**config.mk**
```make
export PLATFORM = sky130hd
export DESIGN_NAME = at_response_frame_parser_top_flat
export DESIGN_NICKNAME = d
export VERILOG_FILES = /design/src/sv/atrp_pkg.sv /design/src/sv/atrp_if.sv /design/src/sv/at_response_frame_parser_top.sv /design/src/sv/atrp_core.sv /design/src/flat_wrapper.sv
export VERILOG_INCLUDE_DIRS = /design/src /design/src/sv
export SDC_FILE = /design/constraint.sdc
export NUM_CORES = 1
export LEC_CHECK = 0
export ABC_AREA = 1
export BUFFER_PORTS_ARGS = -buffer_cell sky130_fd_sc_hd__clkbuf_2
export CORE_ASPECT_RATIO = 1.25
export CORE_MARGIN = 1.5
export CORE_UTILIZATION = 40
export DETAILED_ROUTE_END_ITERATION = 6
export PLACE_DENSITY = 0.57
export SLEW_MARGIN = 25
export SYNTH_ARGS = -nofsm -noshare
export SYNTH_HDL_FRONTEND = slang
export SYNTH_SLANG_ARGS = --single-unit
```
**constraint.sdc**
```tcl
create_clock -name i_clk -period 4.5 [get_ports i_clk]
set_input_delay 0.675 -clock i_clk [delete_from_list [all_inputs] [get_ports i_clk]]
set_output_delay 0.675 -clock i_clk [all_outputs]
set_load 0.05 [all_outputs]
```
**src/sv/at_response_frame_parser_top_macros.svh**
```systemverilog
// Assertion macros shared by the parser RTL.
// Define NO_ASSERTIONS to compile every check away.
`ifndef AT_RESPONSE_FRAME_PARSER_TOP_MACROS_SVH
`define AT_RESPONSE_FRAME_PARSER_TOP_MACROS_SVH
`ifndef NO_ASSERTIONS
// A condition that holds at every clock edge outside reset.
`define ATRP_ASSERT(label, clk, rst_n, expr, msg) \
    label: assert property (@(posedge clk) disable iff (!rst_n) (expr)) else $error(msg);
// A condition that, once seen, implies another in the next cycle.
`define ATRP_ASSERT_NEXT(label, clk, rst_n, ante, cons, msg) \
    label: assert property (@(posedge clk) disable iff (!rst_n) (ante) |=> (cons)) \
        else $error(msg);
`else
`define ATRP_ASSERT(label, clk, rst_n, expr, msg)
`define ATRP_ASSERT_NEXT(label, clk, rst_n, ante, cons, msg)
`endif
`endif

```
**src/sv/atrp_pkg.sv**
```systemverilog
package atrp_pkg;

    // Frame and channel limits.
    localparam int PAYLOAD_MAX = 1024;
    localparam int CHANNELS    = 4;
    localparam int LEN_W       = 11;
    localparam int CHAN_W      = 4;
    localparam int MASK_W      = 4;
    localparam logic [LEN_W-1:0]  LEN_SAT  = 11'd2047;
    localparam logic [CHAN_W-1:0] CHAN_SAT = 4'd15;

    // Bytes with a meaning in line mode.
    localparam logic [7:0] CH_LF    = 8'h0A;
    localparam logic [7:0] CH_COLON = 8'h3A;
    localparam logic [7:0] CH_COMMA = 8'h2C;
    localparam logic [7:0] CH_ZERO  = 8'h30;
    localparam logic [7:0] CH_NINE  = 8'h39;

    // Keywords, first character at index 0.
    typedef logic [0:6][7:0] t_kw;
    localparam t_kw KW_IPD     = {"+IPD", 24'h0};
    localparam t_kw KW_CONNECT = "CONNECT";
    localparam t_kw KW_CLOSED  = {"CLOSED", 8'h0};
    localparam logic [2:0] KW_IPD_LEN     = 3'd4;
    localparam logic [2:0] KW_CONNECT_LEN = 3'd7;
    localparam logic [2:0] KW_CLOSED_LEN  = 3'd6;

    // Bit positions in the keyword-found mask.
    localparam int KF_IPD     = 0;
    localparam int KF_CONNECT = 1;
    localparam int KF_CLOSED  = 2;

    typedef enum logic [1:0] {
        EV_PAYLOAD  = 2'd0,
        EV_OPEN     = 2'd1,
        EV_CLOSE    = 2'd2,
        EV_ANNOUNCE = 2'd3
    } t_event_kind;

    // Position in the +IPD header.
    typedef enum logic [1:0] {
        FI_NONE  = 2'd0,
        FI_AFTER = 2'd1,
        FI_CHAN  = 2'd2,
        FI_LEN   = 2'd3
    } t_field;

    typedef struct packed {
        t_event_kind       event_kind;
        logic [CHAN_W-1:0] link_channel;
        logic [7:0]        data_byte;
        logic              last_byte;
        logic [LEN_W-1:0]  frame_length;
        logic [MASK_W-1:0] open_mask;
    } t_result;

    typedef struct packed {
        logic              payload_mode;
        logic [MASK_W-1:0] open_flags;
    } t_core_status;

    // Longest keyword prefix that ends the text made of the matched prefix
    // followed by the new byte.
    function automatic logic [2:0] advance_match(input t_kw kw, input logic [2:0] klen,
                                                 input logic [2:0] state,
                                                 input logic [7:0] c);
        logic [7:0] text [0:7];
        logic [2:0] st;
        logic [3:0] n;
        logic [2:0] best;
        logic       ok;
        st = (state > klen) ? klen : state;
        if (st > 3'd6) begin
            st = 3'd6;
        end
        for (int i = 0; i < 7; i++) begin
            text[i] = kw[i];
        end
        text[7] = 8'h00;
        text[st] = c;
        n = {1'b0, st} + 4'd1;
        best = 3'd0;
        for (int k = 1; k < 8; k++) begin
            if ((4'(k) <= n) && (3'(k) <= klen)) begin
                ok = 1'b1;
                for (int i = 0; i < 7; i++) begin
                    if (i < k) begin
                        if (text[3'(int'(n) - k + i)] != kw[i]) begin
                            ok = 1'b0;
                        end
                    end
                end
                if (ok) begin
                    best = 3'(k);
                end
            end
        end
        return best;
    endfunction

endpackage

```
**src/sv/atrp_if.sv**
```systemverilog
interface atrp_in_if;
    import atrp_pkg::*;
    logic       valid;
    logic       ready;
    logic [7:0] rx_byte;
    modport source (output valid, output rx_byte, input ready);
    modport sink (input valid, input rx_byte, output ready);
endinterface

interface atrp_out_if;
    import atrp_pkg::*;
    logic              valid;
    logic              ready;
    logic [1:0]        event_kind;
    logic [CHAN_W-1:0] link_channel;
    logic [7:0]        data_byte;
    logic              last_byte;
    logic [LEN_W-1:0]  frame_length;
    logic [MASK_W-1:0] open_mask;
    modport source (output valid, output event_kind, output link_channel,
                    output data_byte, output last_byte, output frame_length,
                    output open_mask, input ready);
    modport sink (input valid, input event_kind, input link_channel,
                  input data_byte, input last_byte, input frame_length,
                  input open_mask, output ready);
endinterface

```
**src/sv/at_response_frame_parser_top.sv**
```systemverilog
// AT response parser for the byte stream received from a modem.
// Input channel i_in carries one received byte per word (rx_byte). Output
// channel o_out carries one event word: a payload byte with its last mark,
// a channel opened or closed, or a payload announcement with its length,
// always together with the current open mask of channels 0 to 3.
// Line bytes that do not complete an event produce no output word.
// Each event word is registered in the output buffer when its byte is accepted.
// Throughput: one byte per cycle while i_in.ready is high; the matchers and
// field accumulators are updated by a single pass of logic between the state
// registers and a two-word output buffer.
// When the receiver stalls, the output buffer absorbs up to two event words
// while bytes keep being accepted; i_in.ready drops only when both buffer
// words are occupied, and rises again as soon as one word is taken.
// Reset (i_rst_n low at a clock edge) returns the parser to line mode,
// clears every matcher, empties the output buffer and marks all channels
// as closed.
`include "at_response_frame_parser_top_macros.svh"

module at_response_frame_parser_top (
    input logic        i_clk,
    input logic        i_rst_n,
    atrp_in_if.sink    i_in,
    atrp_out_if.source o_out
);
    import atrp_pkg::*;

    // Core handshake and result.
    logic         w_accept;
    logic         w_res_valid;
    t_result      w_res;
    t_core_status w_status;

    // Two-word output buffer, read at its head pointer.
    t_result    r_buf [0:1];
    logic [1:0] r_count, n_count;
    logic       r_wr_ptr;
    logic       r_rd_ptr;
    logic       w_push;
    logic       w_pop;

    assign i_in.ready = (r_count != 2'd2);
    assign w_accept   = i_in.valid && i_in.ready;
    assign w_push     = w_accept && w_res_valid;
    assign w_pop      = o_out.valid && o_out.ready;

    atrp_core u_core (
        .i_clk       (i_clk),
        .i_rst_n     (i_rst_n),
        .i_accept    (w_accept),
        .i_rx_byte   (i_in.rx_byte),
        .o_res_valid (w_res_valid),
        .o_res       (w_res),
        .o_status    (w_status)
    );

    // The count moves by the difference of writes and reads this cycle.
    always_comb begin
        n_count = r_count;
        if (w_push && !w_pop) begin
            n_count = r_count + 2'd1;
        end else if (w_pop && !w_push) begin
            n_count = r_count - 2'd1;
        end
    end

    always_ff @(posedge i_clk) begin
        if (!i_rst_n) begin
            r_count  <= '0;
            r_wr_ptr <= 1'b0;
            r_rd_ptr <= 1'b0;
        end else begin
            r_count <= n_count;
            if (w_push) begin
                r_wr_ptr <= ~r_wr_ptr;
            end
            if (w_pop) begin
                r_rd_ptr <= ~r_rd_ptr;
            end
        end
    end

    // Event data needs no reset; the count says which words are meaningful.
    always_ff @(posedge i_clk) begin
        if (w_push) begin
            r_buf[r_wr_ptr] <= w_res;
        end
    end

    assign o_out.valid        = (r_count != 2'd0);
    assign o_out.event_kind   = r_buf[r_rd_ptr].event_kind;
    assign o_out.link_channel = r_buf[r_rd_ptr].link_channel;
    assign o_out.data_byte    = r_buf[r_rd_ptr].data_byte;
    assign o_out.last_byte    = r_buf[r_rd_ptr].last_byte;
    assign o_out.frame_length = r_buf[r_rd_ptr].frame_length;
    assign o_out.open_mask    = r_buf[r_rd_ptr].open_mask;

    // A payload word can only come from a parser that is in payload mode.
    `ATRP_ASSERT(a_payload_in_mode, i_clk, i_rst_n, !(w_push && (w_res.event_kind == EV_PAYLOAD)) || w_status.payload_mode, "payload word produced outside payload mode")
    // The last byte of a frame returns the parser to line mode.
    `ATRP_ASSERT_NEXT(a_last_ends_frame, i_clk, i_rst_n, w_push && (w_res.event_kind == EV_PAYLOAD) && w_res.last_byte, !w_status.payload_mode, "parser stayed in payload mode after last byte")
    // A read with no write drops the buffer fill by exactly one word.
    `ATRP_ASSERT_NEXT(a_pop_drains, i_clk, i_rst_n, w_pop && !w_push, r_count == ($past(r_count) - 2'd1), "output buffer count out of step with reads")

endmodule

```
**src/sv/atrp_core.sv**
```systemverilog
module atrp_core (
    input  logic                   i_clk,
    input  logic                   i_rst_n,
    input  logic                   i_accept,
    input  logic [7:0]             i_rx_byte,
    output logic                   o_res_valid,
    output atrp_pkg::t_result      o_res,
    output atrp_pkg::t_core_status o_status
);
    import atrp_pkg::*;

    logic                r_payload_mode, n_payload_mode;
    logic [2:0]          r_ipd_match, n_ipd_match;
    logic [2:0]          r_connect_match, n_connect_match;
    logic [2:0]          r_closed_match, n_closed_match;
    logic [2:0]          r_keyword_found, n_keyword_found;
    logic [CHANNELS-1:0] r_digits_seen, n_digits_seen;
    t_field              r_field_index, n_field_index;
    logic [CHAN_W-1:0]   r_chan_accum, n_chan_accum;
    logic [LEN_W-1:0]    r_length_accum, n_length_accum;
    logic [LEN_W-1:0]    r_bytes_needed, n_bytes_needed;
    logic [LEN_W-1:0]    r_bytes_taken, n_bytes_taken;
    logic [MASK_W-1:0]   r_open_flags, n_open_flags;

    logic              clear_line;
    logic              last;
    logic [LEN_W-1:0]  taken_inc;
    logic [LEN_W-1:0]  len_sel;
    logic [CHAN_W-1:0] chan_sel;
    logic              digit_found;
    logic [CHAN_W-1:0] low_digit;
    logic [MASK_W-1:0] low_bit;
    logic              is_digit;
    logic [3:0]        digit_val;
    logic [7:0]        chan_prod;
    logic [14:0]       len_prod;

    assign is_digit  = (i_rx_byte >= CH_ZERO) && (i_rx_byte <= CH_NINE);
    assign digit_val = 4'(i_rx_byte - CH_ZERO);
    assign chan_prod = {4'd0, r_chan_accum} * 8'd10 + {4'd0, digit_val};
    assign len_prod  = {4'd0, r_length_accum} * 15'd10 + {11'd0, digit_val};
    assign taken_inc = r_bytes_taken + LEN_W'(1);
    assign last      = taken_inc >= r_bytes_needed;

    // Lowest channel digit seen in the line.
    always_comb begin
        digit_found = 1'b0;
        low_digit   = '0;
        for (int i = CHANNELS - 1; i >= 0; i--) begin
            if (r_digits_seen[i]) begin
                digit_found = 1'b1;
                low_digit   = CHAN_W'(i);
            end
        end
        low_bit = MASK_W'(1) << low_digit[1:0];
    end

    // The +IPD header fields as they stand at the terminator.
    always_comb begin
        len_sel  = (r_field_index == FI_LEN) ? r_length_accum : '0;
        chan_sel = ((r_field_index == FI_CHAN) || (r_field_index == FI_LEN))
                   ? r_chan_accum : '0;
        if (len_sel > LEN_W'(PAYLOAD_MAX)) begin
            len_sel = LEN_W'(PAYLOAD_MAX - 1);
        end
    end

    always_comb begin
        n_payload_mode  = r_payload_mode;
        n_ipd_match     = r_ipd_match;
        n_connect_match = r_connect_match;
        n_closed_match  = r_closed_match;
        n_keyword_found = r_keyword_found;
        n_digits_seen   = r_digits_seen;
        n_field_index   = r_field_index;
        n_chan_accum    = r_chan_accum;
        n_length_accum  = r_length_accum;
        n_bytes_needed  = r_bytes_needed;
        n_bytes_taken   = taken_inc;
        n_open_flags    = r_open_flags;
        clear_line      = 1'b0;
        o_res_valid     = 1'b0;
        o_res           = '0;

        if (r_payload_mode) begin
            o_res_valid         = 1'b1;
            o_res.event_kind    = EV_PAYLOAD;
            o_res.link_channel  = r_chan_accum;
            o_res.data_byte     = i_rx_byte;
            o_res.last_byte     = last;
            o_res.frame_length  = r_bytes_needed;
            if (last) begin
                n_payload_mode = 1'b0;
                n_chan_accum   = '0;
                clear_line     = 1'b1;
            end
        end else begin
            n_bytes_taken = r_bytes_taken;
            if ((i_rx_byte == CH_LF) || (i_rx_byte == CH_COLON)) begin
                clear_line = 1'b1;
                if (r_keyword_found[KF_IPD]) begin
                    n_bytes_needed     = len_sel;
                    n_bytes_taken      = '0;
                    n_payload_mode     = (len_sel != '0);
                    n_chan_accum       = (len_sel != '0) ? chan_sel : '0;
                    o_res_valid        = 1'b1;
                    o_res.event_kind   = EV_ANNOUNCE;
                    o_res.link_channel = chan_sel;
                    o_res.frame_length = len_sel;
                end else begin
                    n_chan_accum = '0;
                    if ((r_keyword_found[KF_CONNECT] || r_keyword_found[KF_CLOSED])
                        && digit_found) begin
                        o_res_valid        = 1'b1;
                        o_res.link_channel = low_digit;
                        if (r_keyword_found[KF_CONNECT]) begin
                            n_open_flags     = r_open_flags | low_bit;
                            o_res.event_kind = EV_OPEN;
                        end else begin
                            n_open_flags     = r_open_flags & ~low_bit;
                            o_res.event_kind = EV_CLOSE;
                        end
                    end
                end
            end else begin
                n_ipd_match     = advance_match(KW_IPD, KW_IPD_LEN, r_ipd_match, i_rx_byte);
                n_connect_match = advance_match(KW_CONNECT, KW_CONNECT_LEN, r_connect_match,
                                                i_rx_byte);
                n_closed_match  = advance_match(KW_CLOSED, KW_CLOSED_LEN, r_closed_match,
                                                i_rx_byte);
                if (n_connect_match == KW_CONNECT_LEN) begin
                    n_keyword_found[KF_CONNECT] = 1'b1;
                end
                if (n_closed_match == KW_CLOSED_LEN) begin
                    n_keyword_found[KF_CLOSED] = 1'b1;
                end

                if (is_digit) begin
                    for (int i = 0; i < CHANNELS; i++) begin
                        if (digit_val == 4'(i)) begin
                            n_digits_seen[i] = 1'b1;
                        end
                    end
                    if (r_field_index == FI_CHAN) begin
                        n_chan_accum = (chan_prod > {4'd0, CHAN_SAT}) ? CHAN_SAT
                                       : chan_prod[CHAN_W-1:0];
                    end else if (r_field_index == FI_LEN) begin
                        n_length_accum = (len_prod > {4'd0, LEN_SAT}) ? LEN_SAT
                                         : len_prod[LEN_W-1:0];
                    end
                end else if (i_rx_byte == CH_COMMA) begin
                    if (r_field_index == FI_AFTER) begin
                        n_field_index = FI_CHAN;
                        n_chan_accum  = '0;
                    end else if (r_field_index == FI_CHAN) begin
                        n_field_index  = FI_LEN;
                        n_length_accum = '0;
                    end
                end

                // A new +IPD restarts the header fields.
                if (n_ipd_match == KW_IPD_LEN) begin
                    n_keyword_found[KF_IPD] = 1'b1;
                    n_field_index           = FI_AFTER;
                    n_chan_accum            = '0;
                    n_length_accum          = '0;
                end
            end
        end

        if (clear_line) begin
            n_ipd_match     = '0;
            n_connect_match = '0;
            n_closed_match  = '0;
            n_keyword_found = '0;
            n_digits_seen   = '0;
            n_field_index   = FI_NONE;
            n_length_accum  = '0;
        end

        o_res.open_mask = n_open_flags;
    end

    always_ff @(posedge i_clk) begin
        if (!i_rst_n) begin
            r_payload_mode  <= 1'b0;
            r_ipd_match     <= '0;
            r_connect_match <= '0;
            r_closed_match  <= '0;
            r_keyword_found <= '0;
            r_digits_seen   <= '0;
            r_field_index   <= FI_NONE;
            r_chan_accum    <= '0;
            r_length_accum  <= '0;
            r_bytes_needed  <= '0;
            r_bytes_taken   <= '0;
            r_open_flags    <= '0;
        end else if (i_accept) begin
            r_payload_mode  <= n_payload_mode;
            r_ipd_match     <= n_ipd_match;
            r_connect_match <= n_connect_match;
            r_closed_match  <= n_closed_match;
            r_keyword_found <= n_keyword_found;
            r_digits_seen   <= n_digits_seen;
            r_field_index   <= n_field_index;
            r_chan_accum    <= n_chan_accum;
            r_length_accum  <= n_length_accum;
            r_bytes_needed  <= n_bytes_needed;
            r_bytes_taken   <= n_bytes_taken;
            r_open_flags    <= n_open_flags;
        end
    end

    assign o_status.payload_mode = r_payload_mode;
    assign o_status.open_flags   = r_open_flags;

endmodule

```
**src/flat_wrapper.sv**
```systemverilog
// flat-port wrapper written by rule: the top's interface ports become plain ports
module at_response_frame_parser_top_flat import atrp_pkg::*;
  (i_clk, i_rst_n, i_in_valid, i_in_rx_byte, i_in_ready, o_out_valid, o_out_event_kind, o_out_link_channel, o_out_data_byte, o_out_last_byte, o_out_frame_length, o_out_open_mask, o_out_ready);
  atrp_in_if i_in_i ();
  atrp_out_if o_out_i ();
  input logic i_clk;
  input logic i_rst_n;
  input wire logic [$bits(i_in_i.valid)-1:0] i_in_valid;
  input wire logic [$bits(i_in_i.rx_byte)-1:0] i_in_rx_byte;
  output wire logic [$bits(i_in_i.ready)-1:0] i_in_ready;
  output wire logic [$bits(o_out_i.valid)-1:0] o_out_valid;
  output wire logic [$bits(o_out_i.event_kind)-1:0] o_out_event_kind;
  output wire logic [$bits(o_out_i.link_channel)-1:0] o_out_link_channel;
  output wire logic [$bits(o_out_i.data_byte)-1:0] o_out_data_byte;
  output wire logic [$bits(o_out_i.last_byte)-1:0] o_out_last_byte;
  output wire logic [$bits(o_out_i.frame_length)-1:0] o_out_frame_length;
  output wire logic [$bits(o_out_i.open_mask)-1:0] o_out_open_mask;
  input wire logic [$bits(o_out_i.ready)-1:0] o_out_ready;
  assign i_in_i.valid = i_in_valid;
  assign i_in_i.rx_byte = i_in_rx_byte;
  assign i_in_ready = i_in_i.ready;
  assign o_out_valid = o_out_i.valid;
  assign o_out_event_kind = o_out_i.event_kind;
  assign o_out_link_channel = o_out_i.link_channel;
  assign o_out_data_byte = o_out_i.data_byte;
  assign o_out_last_byte = o_out_i.last_byte;
  assign o_out_frame_length = o_out_i.frame_length;
  assign o_out_open_mask = o_out_i.open_mask;
  assign o_out_i.ready = o_out_ready;
  at_response_frame_parser_top u_core (.i_clk(i_clk), .i_rst_n(i_rst_n), .i_in(i_in_i), .o_out(o_out_i));
endmodule
```
==> results.sh, run 1 <==
export IMPL_gp_congestion=0.932
export IMPL_fin_util=0.453
export IMPL_die_area_um2=24200
export IMPL_drtIter0Drc=626
export IMPL_maxSlewHeadroom=0.342
export IMPL_clock_path_buffers=2
export IMPL_synth_commonest_cells="331 x nand2_1, 152 x inv_1, 108 x nor2_1"
export IMPL_synth_nets=1364
export IMPL_grt_pass1_wl_um=40200
export IMPL_wirelength_um=24200
export IMPL_fin_crit_ps=3620
export IMPL_clock_sinks=125
export IMPL_post_drt_wl_per_cell_um=15.0
export IMPL_finalPower_mw=2.90
export IMPL_fin_area_um2=10400
export IMPL_synth_top_area_frac=0.194
export IMPL_run_status="finished with violations"
export IMPL_htree_levels=4
export IMPL_hold_path_class="flop to flop"
export IMPL_grt_usage=0.205
export IMPL_path_cells="ha_1, nand2_1, inv_1, nand4_1, nor2_1, inv_1, nor2_1, nand3_1, xor2_1, inv_1, ha_1, a21oi_1, o21a_1, nand2_1, nand3b_1, nand2_1, nand3_1, nor3_2, nand2_1, a21oi_1"
export IMPL_syn2layout_area_growth_pct=11.3
export IMPL_cts_tree="yes"
export IMPL_drive_above_1_share=0.136
export IMPL_synth_most_common_cell="nand2_1"
export IMPL_clk_latency_ps=420
export IMPL_violations="DRC"
export IMPL_worstSetupPathType="flop to flop"
export IMPL_ir_drop_uv=241
export IMPL_synth_largest_area_cell="edfxtp_1"
export IMPL_grt_max_degree=31
export IMPL_place_area_um2=9760
export IMPL_dp_hpwl_um=18300
export IMPL_path_depth=20
export IMPL_drt_pass1_iterations=7
export IMPL_slowest_delay_ps=520
export IMPL_vias=8438
export IMPL_grt_overflow_total=0
export IMPL_rr_worst_depth=20
export IMPL_pwr_share_seq=0.413
export IMPL_fp_dieH_um=173
export IMPL_cts_made_buffers=17
export IMPL_num_rows=62
export IMPL_r2r_start="u_core.u_core.r_bytes_taken[0]$_SDFFE_PN0P_"
export IMPL_syn_area_per_cell_um2=7.25
export IMPL_endpoint_kind="flop"
export IMPL_synth_cell_types=55
export IMPL_nets=1396
export IMPL_netlist_area_um2=9300
export IMPL_tightestPinTransition_ps=981
export IMPL_hold_depth=2
export IMPL_max_freq_mhz=276
export IMPL_antenna_cells=0
export IMPL_p_leak_nw=4.74
export IMPL_initial_utilization=0.406
export IMPL_drc_errors=3
export IMPL_crit_top_cell="nand2_1"
export IMPL_finalHoldViolations=0
export IMPL_synth_seq_cells=125
export IMPL_placed_cells=1584
export IMPL_crit_end="u_core.u_core.r_length_accum[10]$_SDFFE_PN0P_"
export IMPL_antenna_found_initial=0
export IMPL_root_buffer="clkbuf_16"
export IMPL_worstPathMaxFanout=11
export IMPL_instances_no_fill=1616
export IMPL_core_um2=22900
export IMPL_clk_transition_reported_paths_ps=60
export IMPL_r2r_end="u_core.u_core.r_length_accum[10]$_SDFFE_PN0P_"
export IMPL_cts_resized=0
export IMPL_switchingPower_uw=790
export IMPL_maxCapViolCount=0
export IMPL_slew_viol_final=0
export IMPL_fin_setup_tns_ps=0
export IMPL_die_x_um=139
export IMPL_power_density_nw_per_um2=280
export IMPL_ys_warn_count=0
export IMPL_rsz0062_at_grt="false"
export IMPL_clkPwrFrac=0.479
export IMPL_postRouteAntennaNets=0
export IMPL_power_internal_mw=2.11
export IMPL_ys_seq_area_frac=0.334
export IMPL_synth_edf_count=60
export IMPL_path_buf_inv=3
export IMPL_synth_area_leaders="edfxtp_1 19%, dfxtp_1 14%, nand2_1 13%, ha_1 8.7%, inv_1 6.1%"
export IMPL_swShare=0.272
export IMPL_combinationalPowerShare=0.108
export IMPL_reg2reg_slack_ps=880
export IMPL_pin_count=44
export IMPL_syn_inst=1283
export IMPL_grt_pass1_vias=8108
export IMPL_synthArstFlopShare=0
export IMPL_fin_crit_sh=0.805
export IMPL_path_delay_family="simple AND/OR/NAND/NOR gates"
export IMPL_required_ps=4820
export IMPL_post_cts_buffers=0
export IMPL_startpoint_type="flop"
export IMPL_setup_viol=0
export IMPL_crit_arrival_ps=3940
export IMPL_io_buffers=43
export IMPL_slowest_stage="nor3_2"
export IMPL_crit_start="u_core.u_core.r_bytes_taken[0]$_SDFFE_PN0P_"
export IMPL_ys_flop_type="dfxtp_1"
export IMPL_cts_hold_buffers=0
export IMPL_fin_skew_ps=9.62
export IMPL_via_per_inst=5.22
[kinds of logic after synthesis]
family / count (synthesis) / synth area share
xor+xnor: 29 / 0.0273
fa+ha+maj: 69 / 0.0960
flops: 125 / 0.334
compound gates: 206 / 0.122
simple gates: 611 / 0.291
buf+inv: 212 / 0.0931
mux: 31 / 0.0374
[registers in the layout, indices dropped and copies added, names as in the netlist, named ones only]
signal,count
u_core.u_core.r_bytes_taken,11
u_core.u_core.r_digits_seen,4
u_core.u_core.r_ipd_match,3
u_core.r_wr_ptr,1
u_core.r_buf,60
u_core.u_core.r_connect_match,3
u_core.u_core.r_length_accum,11
u_core.u_core.r_bytes_needed,11
u_core.r_count,2
u_core.u_core.r_chan_accum,4
u_core.r_rd_ptr,1
u_core.u_core.r_keyword_found,3
u_core.u_core.r_open_flags,4
u_core.u_core.r_closed_match,3
u_core.u_core.r_payload_mode,1
u_core.u_core.r_field_index,2
[final cells by class]
cell class	count	area, um2
clock buffer	17	425
tap	288	360
fill	2284	12500
timing repair buffer	55	305
clock inverter	15	175
inverter	170	644
sequential	125	3100
multi-input combinational	946	5340
[worst register-to-register path: cells and delay by family, from the launching register on]
family / cells / cell delay, ps
simple gates: 11 / 1840
fa+ha+maj: 2 / 510
compound gates: 3 / 430
flops: 1 / 410
buf+inv: 3 / 210
xor+xnor: 1 / 140
[per-stage QoR]
step | worst slack (ps) | hold WS (ps)
floorplan | 1090 | 430
global placement | 528 | 444
detailed placement | 878 | 442
CTS | 862 | 473
global route | 397 | 497
finish | 877 | 471
[metal layers]
layer	global-route usage	part of all wire
met4	0.0723	0.018
met3	0.0229	0.030
met1	0.253	0.45
met2	0.366	0.50
met5	0	0
[power by group through the flow]
stage | combinational (mW) | sequential (mW) | clock [mW]
final | 0.314 | 1.20 | 1.39
after global routing | 0.334 | 1.20 | 1.46
after CTS | 0.315 | 1.20 | 1.41
after detailed placement | 0.314 | 1.22 | 0
after global placement | 0.314 | 1.22 | 0
after floorplan | 0.236 | 1.22 | 0
[how the worst min path moves through the flow]
| stage | to | start |
|---|---|---|
| 5_1_grt | u_core.u_core.r_digits_seen[2]$_SDFFE_PN0P_ | u_core.u_core.r_digits_seen[2]$_SDFFE_PN0P_ |
| 6_report | u_core.u_core.r_digits_seen[3]$_SDFFE_PN0P_ | u_core.u_core.r_digits_seen[3]$_SDFFE_PN0P_ |
| 3_5_place_dp | u_core.u_core.r_keyword_found[2]$_SDFFE_PN0P_ | u_core.u_core.r_keyword_found[2]$_SDFFE_PN0P_ |
| 4_1_cts | u_core.u_core.r_digits_seen[3]$_SDFFE_PN0P_ | u_core.u_core.r_digits_seen[3]$_SDFFE_PN0P_ |
| 3_3_place_gp | u_core.u_core.r_keyword_found[2]$_SDFFE_PN0P_ | u_core.u_core.r_keyword_found[2]$_SDFFE_PN0P_ |
| 2_1_floorplan | u_core.u_core.r_keyword_found[2]$_SDFFE_PN0P_ | u_core.u_core.r_keyword_found[2]$_SDFFE_PN0P_ |
[layout by cell type, fill, tap and decap left out, types with 6 or more instances in the layout]
cell type  instances
nand2_1          331
inv_1            152
nor2_1           106
a21oi_1           87
nand3_1           71
ha_1              65
dfxtp_1           65
o21ai_0           62
edfxtp_1          60
clkbuf_2          43
nand4_1           38
mux2_2            30
xor2_1            17
clkbuf_16         17
nand2_2           15
nor2_2            13
o21ai_1           13
xnor2_1           12
buf_4             12
inv_2             11
nor3_1            11
o22ai_1            9
o211ai_1           9
o31ai_1            8
nand3_2            6
inv_6              6
(Power assumes the default switching activity.)
==> run 2, diff against run 1 <==
--- a/config.mk
+++ b/config.mk
@@ -12,7 +12,7 @@
 export CORE_MARGIN = 1.5
 export CORE_UTILIZATION = 40
 export DETAILED_ROUTE_END_ITERATION = 6
-export PLACE_DENSITY = 0.57
+export PLACE_DENSITY = 0.59
 export SLEW_MARGIN = 25
 export SYNTH_ARGS = -nofsm -noshare
 export SYNTH_HDL_FRONTEND = slang
==> constraint.sdc (replaced) <==
create_clock -name i_clk -period 3.3 [get_ports i_clk]
set_input_delay 0.495 -clock i_clk [delete_from_list [all_inputs] [get_ports i_clk]]
set_output_delay 0.495 -clock i_clk [all_outputs]
set_load 0.05 [all_outputs]
==> results.sh, run 2 (same netlist as run 1, synthesis figures left out) <==
export IMPL_slowest_stage="dfxtp_2"
export IMPL_power_density_nw_per_um2=372
export IMPL_vias=8527
export IMPL_dp_hpwl_um=18500
export IMPL_grt_max_degree=39
export IMPL_n_fill_cell=2301
export IMPL_drive_above_1_share=0.170
export IMPL_syn2layout_area_growth_pct=15.0
export IMPL_slowest_delay_ps=350
export IMPL_postRouteAntennaNets=0
export IMPL_endpoint_kind="flop"
export IMPL_initial_utilization=0.406
export IMPL_grt_usage=0.207
export IMPL_antenna_found_initial=0
export IMPL_tightestPinTransition_ps=774
export IMPL_nets=1426
export IMPL_rsz0062_at_grt="true"
export IMPL_fp_dieH_um=173
export IMPL_grt_overflow_total=0
export IMPL_multi_input_area_um2=5440
export IMPL_grt_pass1_vias=8294
export IMPL_worstPathMaxFanout=6
export IMPL_required_ps=3580
export IMPL_clock_path_buffers=2
export IMPL_startpoint_type="flop"
export IMPL_layout_commonest_cell="nand2_1"
export IMPL_p_leak_nw=4.88
export IMPL_hold_path_class="input pin to flop"
export IMPL_maxCapViolCount=0
export IMPL_fin_setup_tns_ps=0
export IMPL_slew_viol_final=0
export IMPL_gp_congestion=0.882
export IMPL_drc_errors=8
export IMPL_max_freq_mhz=316
export IMPL_num_rows=62
export IMPL_clk_latency_ps=420
export IMPL_die_x_um=139
export IMPL_core_um2=22900
export IMPL_top_register="u_core.r_buf"
export IMPL_clk_transition_reported_paths_ps=60
export IMPL_ir_drop_uv=330
export IMPL_root_buffer="clkbuf_16"
export IMPL_largest_reg_flops=60
export IMPL_grt_pass1_wl_um=40500
export IMPL_register_area_um2=3110
export IMPL_place_area_um2=9920
export IMPL_post_drt_wl_per_cell_um=14.9
export IMPL_fin_crit_sh=0.958
export IMPL_maxSlewHeadroom=0.482
export IMPL_run_status="finished with violations"
export IMPL_drt_pass1_iterations=7
export IMPL_mostFrequentLayoutCells="320 x nand2_1, 151 x inv_1, 104 x nor2_1, 85 x a21oi_1, 69 x nand3_1"
export IMPL_setup_viol=0
export IMPL_clock_sinks=125
export IMPL_htree_levels=4
export IMPL_antenna_cells=0
export IMPL_via_per_inst=5.18
export IMPL_path_cells="ha_4, nand2_2, inv_2, nand4_1, nor2_1, inv_1, nor2_2, nand3_1, xor2_1, inv_1, ha_4, nand3_2, or3_1, nand3b_1, nor2_1, nor2_2, buf_4, nand3_4, buf_6, nand2_1, a21oi_1"
export IMPL_io_buffers=43
export IMPL_wirelength_um=24600
export IMPL_pin_count=44
export IMPL_crit_arrival_ps=3440
export IMPL_fin_crit_ps=3160
export IMPL_die_area_um2=24200
export IMPL_violations="DRC"
export IMPL_fin_skew_ps=11.0
export IMPL_cts_made_buffers=17
export IMPL_cts_tree="yes"
export IMPL_drtIter0Drc=508
export IMPL_worstSetupPathType="flop to flop"
export IMPL_fin_area_um2=10700
export IMPL_finalHoldViolations=0
==> run 2: changes by cell type in the layout (fill, tap and decap cells not counted), moves of 3 or more <==
cell,delta
buf_4,+26
buf_6,+3
inv_6,-4
nand2_1,-11
nand2_2,+11
clkinv_4,-3
clkinvlp_4,+5
==> run 2: worst paths after layout <==
check / startpoint / end / slack [ps] / cells past startpoint
setup / recovery: u_core.u_core.r_bytes_taken[0]$_SDFFE_PN0P_ / u_core.u_core.r_length_accum[7]$_SDFFE_PN0P_ / 140 / 21
setup reg to reg: u_core.u_core.r_bytes_taken[0]$_SDFFE_PN0P_ / u_core.u_core.r_length_accum[7]$_SDFFE_PN0P_ / 140 / 21
hold reg to reg: u_core.u_core.r_keyword_found[2]$_SDFFE_PN0P_ / u_core.u_core.r_keyword_found[2]$_SDFFE_PN0P_ / 470 / 2
hold / removal: o_out_ready / flop / 460 / 4
==> run 2: layer usage <==
metal,vias to the layer above,global-route usage,part of all wire
met3,47,0.0265,0.039
met1,3917,0.248,0.44
li1,4373,-,-
met4,0,0.0957,0.034
met2,190,0.365,0.49
met5,-,0,0
==> run 2: cell type report <==
cell class              count  share of cell area
flip-flops and latches    125               0.290
multi-input cells         946               0.508
inverters                 170              0.0602
repair buffers             85              0.0518
clock inverters            14              0.0158
well taps                 288              0.0337
clock buffers              18              0.0401
==> run 2: per-stage QoR <==
stage | utilization | setup WS, ps | hold WS [ps] | cells | total power [mW]
after global routing | 0.468 | -98.6 | 491 | 1646 | 4.11
after detailed placement | 0.434 | 16.5 | 465 | 1605 | 2.11
after CTS | 0.460 | 73.8 | 448 | 1637 | 4.00
after global placement | 0.434 | 44.9 | 461 | 1605 | 2.10
final | 0.468 | 137 | 463 | 1646 | 3.99
after floorplan | - | 72.6 | 430 | 1283 | 1.99
==> run 2: where the power goes <==
group	switching, mW	internal, mW
Clock	0.715	1.19
Sequential	0.0172	1.63
Combinational	0.313	0.125
Total	1.04	2.94
==> run 2: what timing repair did <==
| action | CTS | global route |
|---|---|---|
| gates resized for setup | 1 | 33 |
| hold endpoints to repair | 0 | 0 |
| buffers inserted | 0 | 7 |
| pin swaps | 0 | 10 |
| hold buffers | 0 | 0 |
| cloned | 0 | 2 |
| endpoints found under the setup margin | 1 | 25 |
==> run 2: critical path: cells and delay by family (launching register included) <==
| family | cells | cell delay (ps) |
|---|---|---|
| and+or+nand+nor | 12 | 1500 |
| buffers and inverters | 5 | 530 |
| adders and majority gates | 2 | 420 |
| DFF | 1 | 350 |
| xor gates and xnor gates | 1 | 160 |
| AOI/OAI and AO/OA | 1 | 60 |
